$ cat src/rtl/sbs_pkg.sv
// Shared types, constants and helper functions of the save block scrambler.
// Used by the register block, controller, datapath and top level; no dependencies.
package sbs_pkg;

   // File store geometry.
   localparam int MAX_BYTES = 32768;
   localparam int ADDR_W    = $clog2(MAX_BYTES);
   localparam int LEN_W     = ADDR_W + 1;
   localparam int OFF_W     = 15;
   localparam int CMP_W     = ((LEN_W > OFF_W) ? LEN_W : OFF_W) + 1;

   // Fixed positions and keys of the scheme.
   localparam logic [LEN_W-1:0] SEED_SLOT   = LEN_W'(8'h45);
   localparam logic [LEN_W-1:0] SHIFT_LIMIT = LEN_W'(8'h46);
   localparam logic [7:0]       SEED_KEY    = 8'hC3;

   // Register map indexes.
   localparam logic CSR_DIRECTION  = 1'b0;
   localparam logic CSR_CHK_OFFSET = 1'b1;

   // Input item function codes.
   localparam logic FUNC_LOAD  = 1'b0;
   localparam logic FUNC_FETCH = 1'b1;

   typedef enum logic [2:0] {
      IDX_HOLD, IDX_ZERO, IDX_INC, IDX_DEC, IDX_BODY, IDX_BODY_M1, IDX_SLOT
   } idx_op_type;

   typedef enum logic [2:0] {
      RD_IDX, RD_IDX_M1, RD_IDX_P1, RD_TGT, RD_SLOT, RD_PTR
   } rd_sel_type;

   typedef enum logic [2:0] {
      WA_IDX, WA_TGT, WA_OFF, WA_OFF1, WA_SLOT, WA_BODY
   } wa_sel_type;

   typedef enum logic [2:0] {
      WD_ZERO, WD_SUM_LO, WD_SUM_HI, WD_INV, WD_RDATA, WD_RPAD, WD_A, WD_SEEDKEY
   } wd_sel_type;

   // Commands from the controller to the datapath.
   typedef struct packed {
      logic       load;
      logic       new_file;
      logic       fetch;
      idx_op_type idx_op;
      rd_sel_type rd_sel;
      logic       wr_en;
      wa_sel_type wa_sel;
      wd_sel_type wd_sel;
      logic       sum_clr;
      logic       sum_acc;
      logic       seed_clr;
      logic       seed_acc;
      logic       seed_load;
      logic       a_cap;
      logic       a_pad;
      logic       res_fwd;
      logic       res_bwd;
      logic       res_inc;
      logic       res_dec;
      logic       mod_run;
      logic       set_short;
   } sbs_cmd_type;

   // Status from the datapath to the controller.
   typedef struct packed {
      logic ovf;
      logic len_short;
      logic idx_lt_body;
      logic idx_gt_slot;
      logic idx_zero;
      logic body_gt_limit;
      logic mod_done;
   } sbs_stat_type;

   // Nine-entry pad.
   function automatic logic [7:0] pad_lookup(input logic [3:0] i);
      logic [7:0] v;
      case (i)
         4'd0:    v = 8'h55;
         4'd1:    v = 8'hC3;
         4'd2:    v = 8'h3A;
         4'd3:    v = 8'hCC;
         4'd4:    v = 8'hA5;
         4'd5:    v = 8'hAA;
         4'd6:    v = 8'h33;
         4'd7:    v = 8'h5A;
         4'd8:    v = 8'h3C;
         default: v = 8'h00;
      endcase
      return v;
   endfunction

   // Seven-entry hop distances of the walk.
   function automatic logic [6:0] hop_lookup(input logic [2:0] i);
      logic [6:0] v;
      case (i)
         3'd0:    v = 7'h23;
         3'd1:    v = 7'h0D;
         3'd2:    v = 7'h17;
         3'd3:    v = 7'h01;
         3'd4:    v = 7'h1F;
         3'd5:    v = 7'h29;
         3'd6:    v = 7'h13;
         default: v = 7'h00;
      endcase
      return v;
   endfunction

   // Byte modulo 7: 8 is 1 modulo 7, so the octal digits are summed.
   function automatic logic [2:0] mod7_u8(input logic [7:0] x);
      logic [4:0] s;
      logic [4:0] r;
      s = 5'(x[7:6]) + 5'(x[5:3]) + 5'(x[2:0]);
      if (s >= 5'd14) begin
         r = s - 5'd14;
      end else if (s >= 5'd7) begin
         r = s - 5'd7;
      end else begin
         r = s;
      end
      return r[2:0];
   endfunction

   // Byte modulo 9: 64 is 1 and 8 is -1 modulo 9.
   function automatic logic [3:0] mod9_u8(input logic [7:0] x);
      logic [6:0] y;
      logic [5:0] z;
      logic [3:0] r;
      y = 7'(x[7:6]) + 7'(x[5:0]);
      z = y[6] ? (y[5:0] + 6'd1) : y[5:0];
      if (z[2:0] >= z[5:3]) begin
         r = 4'(z[2:0]) - 4'(z[5:3]);
      end else begin
         r = 4'(z[2:0]) + 4'd9 - 4'(z[5:3]);
      end
      return r;
   endfunction

endpackage

$ cat src/rtl/sbs_csr.sv
// Configuration registers (direction, checksum offset) behind an APB-style port.
// Depends on sbs_pkg.
module sbs_csr import sbs_pkg::*; (
   input  logic             clock,
   input  logic             reset,
   input  logic             csr_psel,
   input  logic             csr_penable,
   input  logic             csr_pwrite,
   input  logic [2:0]       csr_paddr,
   input  logic [31:0]      csr_pwdata,
   output logic [31:0]      csr_prdata,
   output logic             csr_pready,
   output logic             direction,
   output logic [OFF_W-1:0] checksum_offset
);

   logic             dir_ff;
   logic [OFF_W-1:0] off_ff;
   logic             wr_hit;

   assign csr_pready = 1'b1;
   assign wr_hit     = csr_psel && csr_penable && csr_pwrite;

   // Register writes on the access phase.
   always_ff @(posedge clock) begin
      if (reset) begin
         dir_ff <= 1'b1;
         off_ff <= '0;
      end else if (wr_hit) begin
         case (csr_paddr[2])
            CSR_DIRECTION:  dir_ff <= csr_pwdata[0];
            CSR_CHK_OFFSET: off_ff <= csr_pwdata[OFF_W-1:0];
            default:        dir_ff <= dir_ff;
         endcase
      end
   end

   // Read data.
   always_comb begin
      case (csr_paddr[2])
         CSR_DIRECTION:  csr_prdata = {31'd0, dir_ff};
         CSR_CHK_OFFSET: csr_prdata = {{(32-OFF_W){1'b0}}, off_ff};
         default:        csr_prdata = '0;
      endcase
   end

   assign direction       = dir_ff;
   assign checksum_offset = off_ff;

endmodule

$ cat config.mk
export PLATFORM = sky130hd
export DESIGN_NAME = sbs_csr
export DESIGN_NICKNAME = d
export VERILOG_FILES = /design/src/rtl/sbs_pkg.sv /design/src/rtl/sbs_csr.sv
export SDC_FILE = /design/constraint.sdc
export NUM_CORES = 1
export LEC_CHECK = 0
export BUFFER_PORTS_ARGS = -buffer_cell sky130_fd_sc_hd__buf_2
export CORE_ASPECT_RATIO = 0.5
export CORE_UTILIZATION = 37
export DETAILED_ROUTE_END_ITERATION = 6
export GPL_ROUTABILITY_DRIVEN = 0
export HOLD_SLACK_MARGIN = 0.15
export PLACE_DENSITY = 0.8
export SYNTH_ARGS = -nofsm -noshare
export SYNTH_HDL_FRONTEND = slang
export SYNTH_SLANG_ARGS = --single-unit
$ cat constraint.sdc
create_clock -name clock -period 0.8 [get_ports clock]
set_input_delay 0.04 -clock clock [delete_from_list [all_inputs] [get_ports clock]]
set_output_delay 0.04 -clock clock [all_outputs]
set_load 0.02 [all_outputs]
==> impl_results.md, run 1 <==
- Cts-stage hold buffer count: 16
- Number of fill cells: 142
- Final Hold Fails: 0
- Failing checks: setup timing
- CTS tree: yes
- CP Max Fanout: 2
- Synth Area in XOR/XNOR: 0
- Status: finished, violations left
- IO Port Bufs: 51
- Max Clk Rate: 980.6 MHz
- Setup ws final: -0.2198 ns
- Cell Area, Synth: 985.9 um^2
- # diodes: 0
- Worst min path class: primary input to flop
- Worst endpoint data arrival time: roughly 1 ns
- Post-synthesis mux area share: 0.1739
- Synth Area in Adders: 0
- Setup-failing EPs final: 20
- Crit path kind: flop to primary output
- Syn_area_per_cell: 9.214 um^2
- Max clock buf depth: 2
- Clock root cell: clkbuf_8
- Layout cells sized above 1: 0.5568
- Seq/Total Area, Yosys: 0.3249
- Final Cycle Share: 1.275
- Total power per unit cell area: 1174 nW/um^2
- CTS buffer count: 3
- GRT Total Usage: 0.2081
- Worst Path Required: 0.76 ns
- P_leak: 0.8132 nW
- Post-Route WL: just under 3 mm
- Total congestion overflow: 0
- 1st-pass router iterations: 4
- Final min period: 1.020 ns
- Initial antenna violation count: 0
- Most frequent cells in the layout: nand2b_1 (30), buf_6 (26), buf_4 (21), buf_2 (20), conb_1 (18)
- Most common library cell in the layout ignoring fill and taps: nand2b_1
- H-Tree Level Count: 1
- Flops & latches, synth: 16
- Clock Pin Slew Worst Setup and Hold Paths: 0.06 ns
- TNS Setup: -1.836 ns
- Syn Inst Count: 107
- Post-synthesis compound-gate area fraction: 0
- Starting Density: 0.4183
- Vias per cell: roughly 4.3
- Setup crit start kind: flop
- Setup Skew: 0 ns
- Vias in the first global route: between 800 and 900
- Clock Sinks: 16
- Global-route wire length before repair: 4.215 mm
- Detailed placement HPWL: between 1 and 1.5 mm
- Layout area overhead: 74.49%
- Final slew viol count: 0
- Row count: 12
- RSZ-0062 raised after global routing: true
- Die outline width: 75 um
- Worst-Skew Late Latency: 0.25 ns
- Vert. Die Dim: between 30 and 40 um
- Yosys warns: 0
- Num ports: 89
- Combinational family with the most area after synthesis: simple AND/OR/NAND/NOR gates
- Yosys cell types: 14
- Total number of vias: 949
- Die area: 2888 um^2
- Max Cap Violations: 0
- Drc violations: 0
- Kind of end point of the critical path: primary output
- Core area: 2357 um^2
- WL/cell: 13.43 um
- Fin Hold WS: 0.1127 ns
- Post-layout nets: 226
- Initial DRC Count: 16
- Simple-Gate Fraction of Synth Area: 0.3096
- Largest net degree at the start of global routing: 33
- Pre-CTS WS: -0.06814 ns
- Antenna Violating Nets Remaining: 0
- VDD IR max: around 0.00063 V
where the power goes:
group          internal [W]  switching [W]  leakage (nW)
Sequential         0.000818      0.0000147         0.136
Clock              0.000438       0.000294        0.0288
Combinational      0.000223       0.000232         0.648
synth_stat cells:
cell type	instances	area, um^2
buf_12	1	20.02
clkbuf_1	4	15.01
nand2b_1	30	187.7
buf_6	1	11.26
conb_1	2	7.510
dfxtp_1	16	320.3
mux2i_1	16	160.2
and4_1	1	8.760
nor2_1	2	7.510
mux2_2	1	11.26
buf_4	18	135.1
nand4b_1	1	8.760
and2_2	4	30.03
and2_1	10	62.56
area by class of cell:
class / instances / area, um^2 / share of cell area
clock buffers: 4 / 55.05 / 0.03200
multi-input cells: 83 / 580.6 / 0.3375
flip-flops and latches: 16 / 340.3 / 0.1978
well taps: 35 / 43.79 / 0.02545
repair buffers: 82 / 700.7 / 0.4073
final timing paths:
kind,to,from,slack [ns],cells past startpoint
min reg2reg,checksum_offset[8],checksum_offset[8],0.49,2
min,direction,csr_penable,0.11,3
max,csr_prdata[0],direction,-0.22,2
max reg2reg,checksum_offset[0],checksum_offset[0],-0.11,5
registers in the layout, indices dropped and copies added (netlist names):
signal / count
checksum_offset: 15
direction: 1
kinds of logic after synthesis:
kind of cell	count (synthesis)
buffers and inverters	24
flip-flops	16
multiplexers	17
other	2
AND/OR/NAND/NOR	48
metal layers:
| layer | share of wire | global-route usage | vias up | wire (um) |
|---|---|---|---|---|
| met5 | 0 | 0 | - | 0 |
| met4 | 0.012 | 0.08019 | 0 | 34 |
| met3 | 0.042 | 0.05263 | 6 | 124 |
| met2 | 0.51 | 0.4032 | 34 | 1517 |
| met1 | 0.43 | 0.2222 | 448 | 1277 |
| li1 | - | - | 461 | - |
through the flow:
step	utilization	instances	total power (W)	area, um^2
after floorplan	-	123	0.001125	1046
after global placement	0.5159	192	0.001158	1216
after detailed placement	0.5159	192	0.001165	1216
after CTS	0.6890	215	0.001992	1624
after global routing	0.7298	220	0.002104	1720
final	0.7298	220	0.002019	1720
critical path: stages (launching register included):
cell     delay [ns]
dfxtp_2        0.32
mux2_4         0.27
buf_6          0.13
repair_timing:
action | CTS | global route
gates resized for setup | 68 | 21
endpoints found under the setup margin | 31 | 32
hold endpoints to repair | 16 | 1
buffers inserted | 3 | 6
gates cloned | 0 | 0
Power figures use the tool's default switching activity.
==> run 2: changes to the inputs <==
Settings changed: BUFFER_PORTS_ARGS -buffer_cell sky130_fd_sc_hd__buf_2 to default, CORE_ASPECT_RATIO 0.5 to default, CORE_UTILIZATION 37 to 50, DONT_BUFFER_PORTS from default to 1, PLACE_DENSITY 0.8 to default.
==> run 2 against run 1 <==
Net effect: the run ends with hold timing, setup timing left; combinational power fell by 29%; utilization rose by 4.1 points; clock skew did not move; non-clock buffer count fell by 44; setup slack improved by 0.057 ns; largest power group unchanged.
==> impl_results.md, run 2 (synthesis gave the netlist of run 1 again) <==
- Status: finished, violations left
- Failing checks: hold timing, setup timing
- Die outline width: 46.41 um (-38%)
- Detailed placement HPWL: 1.116 mm (-25%)
- Global-route wire length before repair: 2.753 mm (-35%)
- Crit path buf inv count: 0 (-1)
- Layout Cells excl Fill: 165 (-25%)
- Final slew viol count: 0 (unchanged)
- 1st-pass router iterations: 1 (-3)
- Core area: 1783 um^2 (-24%)
- Post-layout util: 0.7705 (+0.04070)
- Largest net degree at the start of global routing: 33 (unchanged)
- CTS tree: yes
- Sw frac: 0.2644 (-0.003297)
- VDD IR max: 0.0008627 V (+36%)
- H-Tree Level Count: 1 (unchanged)
- TNS Setup: -0.9788 ns (+0.8571 ns)
- Worst min path class: primary input to flop
- Placed cells: 141 (-27%)
- Total number of vias: 745 (-21%)
- Drc violations: 0 (unchanged)
- Vias per cell: 4.515 (+4.7%)
- Clock Sinks: 16 (unchanged)
- Num ports: 89 (unchanged)
- Max clock buf depth: 2 (unchanged)
- Row count: 15 (+3)
- GRT Total Usage: 0.1844 (-0.02376)
- Worst-Skew Late Latency: 0.27 ns (+0.02 ns)
- Kind of end point of the critical path: primary output
- Setup-failing EPs final: 18 (-10%)
- Setup ws final: -0.1625 ns (+0.05727 ns)
- Area of all placed cells without fillers: 1374 um^2 (-20%)
- # diodes: 0 (unchanged)
- Cell-by-cell listing of the critical path: mux2_4
- Placed cell areas: 1036 um^2 (-15%)
- Max Clk Rate: 1039 MHz (+5.9%)
- Crit path kind: flop to primary output
- Final min period: 0.9625 ns (-0.05727 ns)
- Number of fill cells: 124 (-13%)
- Vias in the first global route: 632 (-28%)
- Layout area overhead: 39.34%
- WL/cell: 11.84 um (-12%)
- Fin Hold WS: -0.07183 ns (-0.1845 ns)
- Register area: 342.8 um^2 (+0.74%)
- Vert. Die Dim: 46.41 um (+21%)
- Clock Pin Slew Worst Setup and Hold Paths: 0.09 ns (+0.03 ns)
- Multi-input gate area: 578.1 um^2 (-0.43%)
- Crit-path slowest cell: dfxtp_2
- Antenna Violating Nets Remaining: 0 (unchanged)
- IO Port Bufs: 0 (-100%)
- Worst endpoint data arrival time: 0.92 ns (-0.06 ns)
- Critical Path Max Stage Delay: 0.34 ns (+0.02 ns)
- Layout cells sized above 1: 0.4071 (-0.1496)
- Initial antenna violation count: 0 (unchanged)
- CP Max Fanout: 3 (+1)
- Clock root cell: clkbuf_4
- RSZ-0062 raised after global routing: true
- Internal power: 0.001147 W (-22%)
- Top delay family on crit path: flip-flops
- Most common library cell in the layout ignoring fill and taps: nand2b_1
- Combinational Power Share: 0.208 (-0.017)
- Psw: 0.0004123 W (-24%)
- Die area: 2153 um^2 (-25%)
- Max reg flops: 15 (unchanged)
- Starting Density: 0.5530 (+0.1347)
- Clock share of power: 0.260 (-0.102)
- Post-Route WL: 1.954 mm (-34%)
- Most frequent cells in the layout: nand2b_1 (30), conb_1 (18), buf_6 (17), mux2i_1 (16)
- Total congestion overflow: 0 (unchanged)
- Setup Skew: 0 ns (unchanged)
- Worst Path Required: 0.76 ns (about the same)
- Total power per unit cell area: 1135 nW/um^2 (-3.3%)
- Cts-stage hold buffer count: 15 (-1)
- Post-layout nets: 182 (-19%)
- Final Cycle Share: 1.203 (-0.07158)
- Max Cap Violations: 0 (unchanged)
- Final Hold Fails: 16 (+16)
- CTS buffer count: 3 (unchanged)
- Flop pwr share: 0.533 (+0.121)
- Initial DRC Count: 0 (-16)
- P_leak: 0.5884 nW (-28%)
- Setup crit start kind: flop
-- run 2: path summary, 6_finish.rpt --
check                                   startpoint                   to  slack [ns]  cells after the start
worst max-delay path            checksum_offset[0]        csr_prdata[0]       -0.16                      1
worst min-delay path                         reset  checksum_offset[10]       -0.07                      2
worst max register to register           direction            direction        0.07                      3
worst min register to register  checksum_offset[5]   checksum_offset[5]        0.49                      2
-- run 2: routing by layer --
metal	vias up	routed length, um	GRT usage
met3	2	119	0.03529
met2	43	1014	0.3306
li1	365	-	-
met4	0	27	0.09412
met5	-	0	0
met1	335	793	0.2014
-- run 2: power groups by stage --
stage                     Sequential (W)  Clock, W  Combinational (W)
final                           0.000830  0.000405           0.000324
after CTS                       0.000832  0.000427           0.000315
after global routing            0.000833  0.000478           0.000344
after detailed placement        0.000844         0           0.000231
after floorplan                 0.000864         0           0.000261
after global placement          0.000843         0           0.000229
-- run 2: what timing repair did --
action | 4_1_cts | 5_1_grt
hold endpoints to repair | 16 | 16
setup buffers | 3 | 3
cloned | 0 | 0
pin swaps | 1 | 2
resized for setup | 57 | 2
setup endpoints to repair | 31 | 31
-- run 2: metrics by stage --
step	worst slack [ns]	hold slack (ns)	total power, W
final	-0.1625	-0.07183	0.001559
after global routing	-0.2024	-0.1035	0.001656
after CTS	-0.1522	-0.08325	0.001574
after detailed placement	0.07423	0.2032	0.001075
after global placement	0.09833	0.1978	0.001072
after floorplan	0.06110	0.1947	0.001125
-- run 2: area by class of cell --
| type | count | area share |
|---|---|---|
| multi-input combinational | 83 | 0.4208 |
| sequential | 16 | 0.2495 |
| timing repair buffer | 38 | 0.2905 |
| tap | 25 | 0.02277 |
| clock buffer | 3 | 0.01639 |
