## config.mk

```make
export PLATFORM = sky130hd
export DESIGN_NAME = sbs_ctrl
export DESIGN_NICKNAME = d
export VERILOG_FILES = /design/src/rtl/sbs_pkg.sv /design/src/rtl/sbs_ctrl.sv
export SDC_FILE = /design/constraint.sdc
export NUM_CORES = 1
export LEC_CHECK = 0
export BUFFER_PORTS_ARGS = -buffer_cell sky130_fd_sc_hd__buf_2
export CAP_MARGIN = 30
export CELL_PAD_IN_SITES_DETAIL_PLACEMENT = 0
export CELL_PAD_IN_SITES_GLOBAL_PLACEMENT = 1
export CORE_ASPECT_RATIO = 1.2
export CORE_MARGIN = 5
export CORE_UTILIZATION = 32
export CTS_CLUSTER_DIAMETER = 80
export DETAILED_ROUTE_END_ITERATION = 10
export MAX_ROUTING_LAYER = met4
export PLACE_DENSITY_LB_ADDON = 0.12
export SLEW_MARGIN = 20
export SYNTH_ARGS = -nofsm -noshare
export SYNTH_HDL_FRONTEND = slang
export SYNTH_SLANG_ARGS = --single-unit
```

## constraint.sdc

```tcl
create_clock -name clock -period 2.1 [get_ports clock]
set_clock_uncertainty 0.05 [all_clocks]
set_input_delay 0.42 -clock clock [delete_from_list [all_inputs] [get_ports clock]]
set_output_delay 0.42 -clock clock [all_outputs]
set_load 0.02 [all_outputs]
```

## src/rtl/sbs_pkg.sv

```systemverilog
// Shared types, constants and helper functions of the save block scrambler.
// Used by the register block, controller, datapath and top level; no dependencies.
package sbs_pkg;

   // File store geometry.
   localparam int MAX_BYTES = 32768;
   localparam int ADDR_W    = $clog2(MAX_BYTES);
   localparam int LEN_W     = ADDR_W + 1;
   localparam int OFF_W     = 15;
   localparam int CMP_W     = ((LEN_W > OFF_W) ? LEN_W : OFF_W) + 1;

   // Fixed positions and keys of the scheme.
   localparam logic [LEN_W-1:0] SEED_SLOT   = LEN_W'(8'h45);
   localparam logic [LEN_W-1:0] SHIFT_LIMIT = LEN_W'(8'h46);
   localparam logic [7:0]       SEED_KEY    = 8'hC3;

   // Register map indexes.
   localparam logic CSR_DIRECTION  = 1'b0;
   localparam logic CSR_CHK_OFFSET = 1'b1;

   // Input item function codes.
   localparam logic FUNC_LOAD  = 1'b0;
   localparam logic FUNC_FETCH = 1'b1;

   typedef enum logic [2:0] {
      IDX_HOLD, IDX_ZERO, IDX_INC, IDX_DEC, IDX_BODY, IDX_BODY_M1, IDX_SLOT
   } idx_op_type;

   typedef enum logic [2:0] {
      RD_IDX, RD_IDX_M1, RD_IDX_P1, RD_TGT, RD_SLOT, RD_PTR
   } rd_sel_type;

   typedef enum logic [2:0] {
      WA_IDX, WA_TGT, WA_OFF, WA_OFF1, WA_SLOT, WA_BODY
   } wa_sel_type;

   typedef enum logic [2:0] {
      WD_ZERO, WD_SUM_LO, WD_SUM_HI, WD_INV, WD_RDATA, WD_RPAD, WD_A, WD_SEEDKEY
   } wd_sel_type;

   // Commands from the controller to the datapath.
   typedef struct packed {
      logic       load;
      logic       new_file;
      logic       fetch;
      idx_op_type idx_op;
      rd_sel_type rd_sel;
      logic       wr_en;
      wa_sel_type wa_sel;
      wd_sel_type wd_sel;
      logic       sum_clr;
      logic       sum_acc;
      logic       seed_clr;
      logic       seed_acc;
      logic       seed_load;
      logic       a_cap;
      logic       a_pad;
      logic       res_fwd;
      logic       res_bwd;
      logic       res_inc;
      logic       res_dec;
      logic       mod_run;
      logic       set_short;
   } sbs_cmd_type;

   // Status from the datapath to the controller.
   typedef struct packed {
      logic ovf;
      logic len_short;
      logic idx_lt_body;
      logic idx_gt_slot;
      logic idx_zero;
      logic body_gt_limit;
      logic mod_done;
   } sbs_stat_type;

   // Nine-entry pad.
   function automatic logic [7:0] pad_lookup(input logic [3:0] i);
      logic [7:0] v;
      case (i)
         4'd0:    v = 8'h55;
         4'd1:    v = 8'hC3;
         4'd2:    v = 8'h3A;
         4'd3:    v = 8'hCC;
         4'd4:    v = 8'hA5;
         4'd5:    v = 8'hAA;
         4'd6:    v = 8'h33;
         4'd7:    v = 8'h5A;
         4'd8:    v = 8'h3C;
         default: v = 8'h00;
      endcase
      return v;
   endfunction

   // Seven-entry hop distances of the walk.
   function automatic logic [6:0] hop_lookup(input logic [2:0] i);
      logic [6:0] v;
      case (i)
         3'd0:    v = 7'h23;
         3'd1:    v = 7'h0D;
         3'd2:    v = 7'h17;
         3'd3:    v = 7'h01;
         3'd4:    v = 7'h1F;
         3'd5:    v = 7'h29;
         3'd6:    v = 7'h13;
         default: v = 7'h00;
      endcase
      return v;
   endfunction

   // Byte modulo 7: 8 is 1 modulo 7, so the octal digits are summed.
   function automatic logic [2:0] mod7_u8(input logic [7:0] x);
      logic [4:0] s;
      logic [4:0] r;
      s = 5'(x[7:6]) + 5'(x[5:3]) + 5'(x[2:0]);
      if (s >= 5'd14) begin
         r = s - 5'd14;
      end else if (s >= 5'd7) begin
         r = s - 5'd7;
      end else begin
         r = s;
      end
      return r[2:0];
   endfunction

   // Byte modulo 9: 64 is 1 and 8 is -1 modulo 9.
   function automatic logic [3:0] mod9_u8(input logic [7:0] x);
      logic [6:0] y;
      logic [5:0] z;
      logic [3:0] r;
      y = 7'(x[7:6]) + 7'(x[5:0]);
      z = y[6] ? (y[5:0] + 6'd1) : y[5:0];
      if (z[2:0] >= z[5:3]) begin
         r = 4'(z[2:0]) - 4'(z[5:3]);
      end else begin
         r = 4'(z[2:0]) + 4'd9 - 4'(z[5:3]);
      end
      return r;
   endfunction

endpackage

```

## src/rtl/sbs_ctrl.sv

```systemverilog
// Controller state machine that sequences loading, the scramble and unscramble
// passes and fetching. Depends on sbs_pkg; drives sbs_dp through sbs_cmd_type.
module sbs_ctrl import sbs_pkg::*; (
   input  logic         clock,
   input  logic         reset,
   input  logic         start,
   input  logic         req_func,
   input  logic         req_last,
   input  logic         direction,
   input  sbs_stat_type stat,
   output sbs_cmd_type  cmd,
   output logic         busy
);

   typedef enum logic [4:0] {
      ST_LOAD, ST_OUTPUT, ST_DECIDE,
      ST_CZ0, ST_CZ1, ST_SUM_RD, ST_SUM_AC, ST_CW0, ST_CW1,
      ST_INV_RD, ST_INV_WR, ST_MODPREP,
      ST_FW_RA, ST_FW_RB, ST_FW_WI, ST_FW_WT,
      ST_SH_RD, ST_SH_WR, ST_SH_SEED,
      ST_US_RD, ST_US_SEED, ST_UN_SH_RD, ST_UN_SH_WR,
      ST_BW_RA, ST_BW_RB, ST_BW_WI, ST_BW_WT, ST_UZERO
   } state_type;

   state_type state_ff, state_in;
   logic      dir_ff, dir_in;
   logic      accept;

   assign busy   = !(state_ff == ST_LOAD || state_ff == ST_OUTPUT);
   assign accept = start && !busy;

   // State and latched mode.
   always_ff @(posedge clock) begin
      if (reset) begin
         state_ff <= ST_LOAD;
         dir_ff   <= 1'b1;
      end else begin
         state_ff <= state_in;
         dir_ff   <= dir_in;
      end
   end

   // Next state and commands.
   always_comb begin
      state_in = state_ff;
      dir_in   = dir_ff;
      cmd      = '0;
      case (state_ff)
         ST_LOAD, ST_OUTPUT: begin
            if (accept) begin
               if (req_func == FUNC_LOAD) begin
                  cmd.load     = 1'b1;
                  cmd.new_file = (state_ff == ST_OUTPUT);
                  state_in     = req_last ? ST_DECIDE : ST_LOAD;
               end else if (state_ff == ST_OUTPUT) begin
                  cmd.fetch  = 1'b1;
                  cmd.rd_sel = RD_PTR;
               end
            end
         end
         ST_DECIDE: begin
            dir_in = direction;
            if (stat.ovf) begin
               state_in = ST_OUTPUT;
            end else if (!direction) begin
               state_in = ST_CZ0;
            end else if (stat.len_short) begin
               cmd.set_short = 1'b1;
               state_in      = ST_OUTPUT;
            end else begin
               state_in = ST_US_RD;
            end
         end
         // Scramble: clear the checksum field, sum the body, write the sum.
         ST_CZ0: begin
            cmd.wr_en  = 1'b1;
            cmd.wa_sel = WA_OFF;
            cmd.wd_sel = WD_ZERO;
            state_in   = ST_CZ1;
         end
         ST_CZ1: begin
            cmd.wr_en   = 1'b1;
            cmd.wa_sel  = WA_OFF1;
            cmd.wd_sel  = WD_ZERO;
            cmd.idx_op  = IDX_ZERO;
            cmd.sum_clr = 1'b1;
            state_in    = ST_SUM_RD;
         end
         ST_SUM_RD: begin
            if (stat.idx_lt_body) begin
               cmd.rd_sel = RD_IDX;
               state_in   = ST_SUM_AC;
            end else begin
               state_in = ST_CW0;
            end
         end
         ST_SUM_AC: begin
            cmd.sum_acc = 1'b1;
            cmd.idx_op  = IDX_INC;
            state_in    = ST_SUM_RD;
         end
         ST_CW0: begin
            cmd.wr_en  = 1'b1;
            cmd.wa_sel = WA_OFF;
            cmd.wd_sel = WD_SUM_LO;
            state_in   = ST_CW1;
         end
         ST_CW1: begin
            cmd.wr_en    = 1'b1;
            cmd.wa_sel   = WA_OFF1;
            cmd.wd_sel   = WD_SUM_HI;
            cmd.idx_op   = IDX_ZERO;
            cmd.seed_clr = 1'b1;
            state_in     = ST_INV_RD;
         end
         // Inversion pass, shared by both directions; scramble also builds the seed.
         ST_INV_RD: begin
            if (stat.idx_lt_body) begin
               cmd.rd_sel = RD_IDX;
               state_in   = ST_INV_WR;
            end else if (dir_ff) begin
               state_in = ST_OUTPUT;
            end else begin
               cmd.res_fwd = 1'b1;
               cmd.idx_op  = IDX_ZERO;
               state_in    = ST_MODPREP;
            end
         end
         ST_INV_WR: begin
            cmd.wr_en    = 1'b1;
            cmd.wa_sel   = WA_IDX;
            cmd.wd_sel   = WD_INV;
            cmd.seed_acc = 1'b1;
            cmd.idx_op   = IDX_INC;
            state_in     = ST_INV_RD;
         end
         // Reduce the hop offsets modulo the body length.
         ST_MODPREP: begin
            cmd.mod_run = 1'b1;
            if (stat.mod_done) begin
               state_in = dir_ff ? ST_BW_RA : ST_FW_RA;
            end
         end
         // Forward walk: swap with the target, padding the value moved down.
         ST_FW_RA: begin
            if (stat.idx_lt_body) begin
               cmd.rd_sel = RD_IDX;
               state_in   = ST_FW_RB;
            end else if (stat.body_gt_limit) begin
               cmd.idx_op = IDX_BODY;
               state_in   = ST_SH_RD;
            end else begin
               state_in = ST_OUTPUT;
            end
         end
         ST_FW_RB: begin
            cmd.a_cap  = 1'b1;
            cmd.rd_sel = RD_TGT;
            state_in   = ST_FW_WI;
         end
         ST_FW_WI: begin
            cmd.wr_en  = 1'b1;
            cmd.wa_sel = WA_IDX;
            cmd.wd_sel = WD_RPAD;
            state_in   = ST_FW_WT;
         end
         ST_FW_WT: begin
            cmd.wr_en   = 1'b1;
            cmd.wa_sel  = WA_TGT;
            cmd.wd_sel  = WD_A;
            cmd.idx_op  = IDX_INC;
            cmd.res_inc = 1'b1;
            state_in    = ST_FW_RA;
         end
         // Shift the tail up by one and plant the keyed seed.
         ST_SH_RD: begin
            if (stat.idx_gt_slot) begin
               cmd.rd_sel = RD_IDX_M1;
               state_in   = ST_SH_WR;
            end else begin
               state_in = ST_SH_SEED;
            end
         end
         ST_SH_WR: begin
            cmd.wr_en  = 1'b1;
            cmd.wa_sel = WA_IDX;
            cmd.wd_sel = WD_RDATA;
            cmd.idx_op = IDX_DEC;
            state_in   = ST_SH_RD;
         end
         ST_SH_SEED: begin
            cmd.wr_en  = 1'b1;
            cmd.wa_sel = WA_SLOT;
            cmd.wd_sel = WD_SEEDKEY;
            state_in   = ST_OUTPUT;
         end
         // Unscramble: recover the seed and shift the tail down.
         ST_US_RD: begin
            cmd.rd_sel = RD_SLOT;
            state_in   = ST_US_SEED;
         end
         ST_US_SEED: begin
            cmd.seed_load = 1'b1;
            cmd.idx_op    = IDX_SLOT;
            state_in      = ST_UN_SH_RD;
         end
         ST_UN_SH_RD: begin
            if (stat.idx_lt_body) begin
               cmd.rd_sel = RD_IDX_P1;
               state_in   = ST_UN_SH_WR;
            end else begin
               cmd.res_bwd = 1'b1;
               cmd.idx_op  = IDX_BODY_M1;
               state_in    = ST_MODPREP;
            end
         end
         ST_UN_SH_WR: begin
            cmd.wr_en  = 1'b1;
            cmd.wa_sel = WA_IDX;
            cmd.wd_sel = WD_RDATA;
            cmd.idx_op = IDX_INC;
            state_in   = ST_UN_SH_RD;
         end
         // Backward walk undoes the forward swaps from the top down.
         ST_BW_RA: begin
            cmd.rd_sel = RD_IDX;
            state_in   = ST_BW_RB;
         end
         ST_BW_RB: begin
            cmd.a_cap  = 1'b1;
            cmd.a_pad  = 1'b1;
            cmd.rd_sel = RD_TGT;
            state_in   = ST_BW_WI;
         end
         ST_BW_WI: begin
            cmd.wr_en  = 1'b1;
            cmd.wa_sel = WA_IDX;
            cmd.wd_sel = WD_RDATA;
            state_in   = ST_BW_WT;
         end
         ST_BW_WT: begin
            cmd.wr_en  = 1'b1;
            cmd.wa_sel = WA_TGT;
            cmd.wd_sel = WD_A;
            if (stat.idx_zero) begin
               state_in = ST_UZERO;
            end else begin
               cmd.idx_op  = IDX_DEC;
               cmd.res_dec = 1'b1;
               state_in    = ST_BW_RA;
            end
         end
         ST_UZERO: begin
            cmd.wr_en  = 1'b1;
            cmd.wa_sel = WA_BODY;
            cmd.wd_sel = WD_ZERO;
            cmd.idx_op = IDX_ZERO;
            state_in   = ST_INV_RD;
         end
         default: begin
            state_in = ST_LOAD;
         end
      endcase
   end

endmodule

```

==> run metrics <==
R2R Setup Slk=0.38 ns; initial antenna violation count=0; Internal=275 uW; critical path class=register to output port; DR vias=1630; drt via density=5.68; Worst-Margin Slew=0.351 ns; worst path required time=1.63 ns; WL/cell=16.7 um; Clk network pwr share=46.5%; most used flip-flop cell after synthesis=dfxtp_1; Syn Area/Cell=6.09 um2; Design Area, Final=0.00172 mm2; # DRC=0; Routed Antenna Nets=0; outcome=finished clean; Total Routed Length=4790 um; Max Cap Viol=0; clock sinks=6; Placed Area=0.00157 mm2; GRT overflow=0; Hold Fails Final Rpt=0; f_max=0.489 GHz; leakage=0.753 nW; number of global-route vias before repair=1577; largest net degree at the start of global routing=19; Area growth, synth to finish=53.3%; layout cells sized above 1=42.8%; H-Tree Level Count=1; die width=64 um; GP Congestion=0.894; num ports=43; combinational power share=22.7%; clock slew at reported path FFs=0.04 ns; flops & latches, synth=6; PD cells=221 mW/mm2; Syn Inst Count=184; EDFF count, synth=0; reg2reg end=state_ff[0]; IO Port Bufs=42; Starting Density=33.3%; Distinct cells, synth=50; die area=0.00479 mm2; R2R depth=6; worst r2r src=state_ff[3]; Max Buffers Root-to-Sink=2; global-route wire length before repair=7960 um; Switching Share=27.6%; RSZ-0062 raised after global routing=true; cts bufs inserted=3; Startpoint Class=register; Worst EP arrival=1.57 ns; CP startpoint=state_ff[1]; yosys warns=0; # diodes=0; Vert. Die Dim=74.8 um; clock root buffer=clkbuf_8; Period minus WS final=2.04 ns; # setup viols final=0; Core Area=0.00337 mm2; FFs w/ async S/R, synth=0%; First-pass DRT Iterations=4; switching power total=105 uW; relative slew slack=76.4%; CP Capture Type=output port; dpl hpwl=3700 um; Clock Latency Late Sink=0.23 ns; DRT iter0 DRCs=132; Layout Nets=265; Peak VDD IR=489 uV; Hold Path Class=primary input to register; cell area after synthesis=0.00112 mm2; Total GRT Usage=21.3%; crit share post-route=97.4%; WHS=0.355 ns; hold path depth=2; num rows=23; Critical Path Sink=cmd[23]; Max FO, Critical Path=13; Slew Viols, Final=0; register area share after synthesis=10.7%; sequential share of power=30.8%; CTS tree=built; Post-Syn Nets=197
[registers in the layout, indices dropped and copies added, names as in the netlist]
signal    count
state_ff      5
dir_ff        1
[layout by cell type (no fill, tap or decap), drive strengths merged, types with 2 or more instances in the layout]
master,instances
a211oi,2
nor2,23
nand2b,7
nor2b,5
o31ai,3
or2,3
o21ai,15
o21a,3
a21oi,17
o22ai,6
nor4,3
nand4,2
clkbuf,3
mux2i,2
nand2,22
inv,7
dfxtp,6
buf,79
nor3,10
or3,2
a31oi,7
nand3,4
[area by class of cell]
class	count	area, um2
Fill cell	360	1650
Multi-Input combinational cell	155	946
Inverter	7	26.3
Timing Repair Buffer	79	526
Sequential cell	6	131
Clock buffer	3	41.3
Tap cell	37	46.3
[kinds of logic after synthesis]
family,synth area share [%]
mux,1.79
flops,10.7
compound gates,36.1
simple gates,40.2
xor+xnor,0.782
buf+inv,10.4
[repair_timing]
item                       4_1_cts  5_1_grt
resized for setup               10       16
buffers inserted                 1        2
pin swaps                        1        3
setup endpoints to repair       16        9
hold buffers                     0        0
cloned                           0        0
[synth_stat cells (2+ instances only)]
master    count  area (um2)
dfxtp_1       6         120
o22ai_1       6        37.5
nor4_1        2        12.5
clkbuf_1      2        7.51
nand2b_1      7        43.8
nor2_1       22        82.6
a21oi_1      17        85.1
buf_4         5        37.5
buf_2         9        45.0
o21ai_1       5        25.0
nand3_1       4        20.0
o21a_1        3        22.5
nand2_1      22        82.6
o31ai_1       3        22.5
or3_1         2        12.5
mux2i_1       2        20.0
a31oi_1       6        37.5
nand4_1       2        12.5
a211oi_1      2        15.0
inv_1         6        22.5
o21ai_0      10        50.1
nor2b_1       4        25.0
or2_1         2        12.5
nor3_1        9        45.0
[through the flow]
step           total power, mW  setup TNS (ns)  std cells  utilization, %  setup WS, ns
2_1_floorplan            0.164               0        184               -        0.0676
3_3_place_gp             0.200               0        281            46.6        0.0959
3_5_place_dp             0.201               0        281            46.6        0.0583
4_1_cts                  0.378               0        285            49.1       0.00141
5_1_grt                  0.397          -0.138        287            51.0       -0.0492
6_report                 0.380               0        287            51.0        0.0550
[worst max-delay path, stage by stage (launching register included)]
cell and delay [ns]:
dfxtp_2 0.36, buf_6 0.17, and2b_1 0.24, a22oi_1 0.24, o221ai_1 0.16, buf_2 0.18
[per-layer routing]
layer  share of wire, %  up-vias  GRT usage [%]
met4               0.96        0           4.85
met1                 43      766           27.6
met2                 50       56           36.4
met5                  0        -              -
li1                   -      803              -
met3                5.5        5           1.19
[power by group through the flow]
stage / registers, mW / logic [mW] / clock network, mW
after detailed placement: 0.121 / 0.0794 / 0
after CTS: 0.118 / 0.0829 / 0.176
final: 0.117 / 0.0863 / 0.177
after global placement: 0.121 / 0.0787 / 0
after global routing: 0.117 / 0.0944 / 0.186
after floorplan: 0.120 / 0.0448 / 0
[how the worst min path moves through the flow]
stage                from  slack (ns)      to
floorplan           reset        0.47  dir_ff
global placement    reset        0.59  dir_ff
detailed placement  reset        0.59  dir_ff
CTS                 reset        0.36  dir_ff
finish              reset        0.36  dir_ff
global route        reset        0.37  dir_ff
Note: power is estimated with default switching activity, not from simulation.
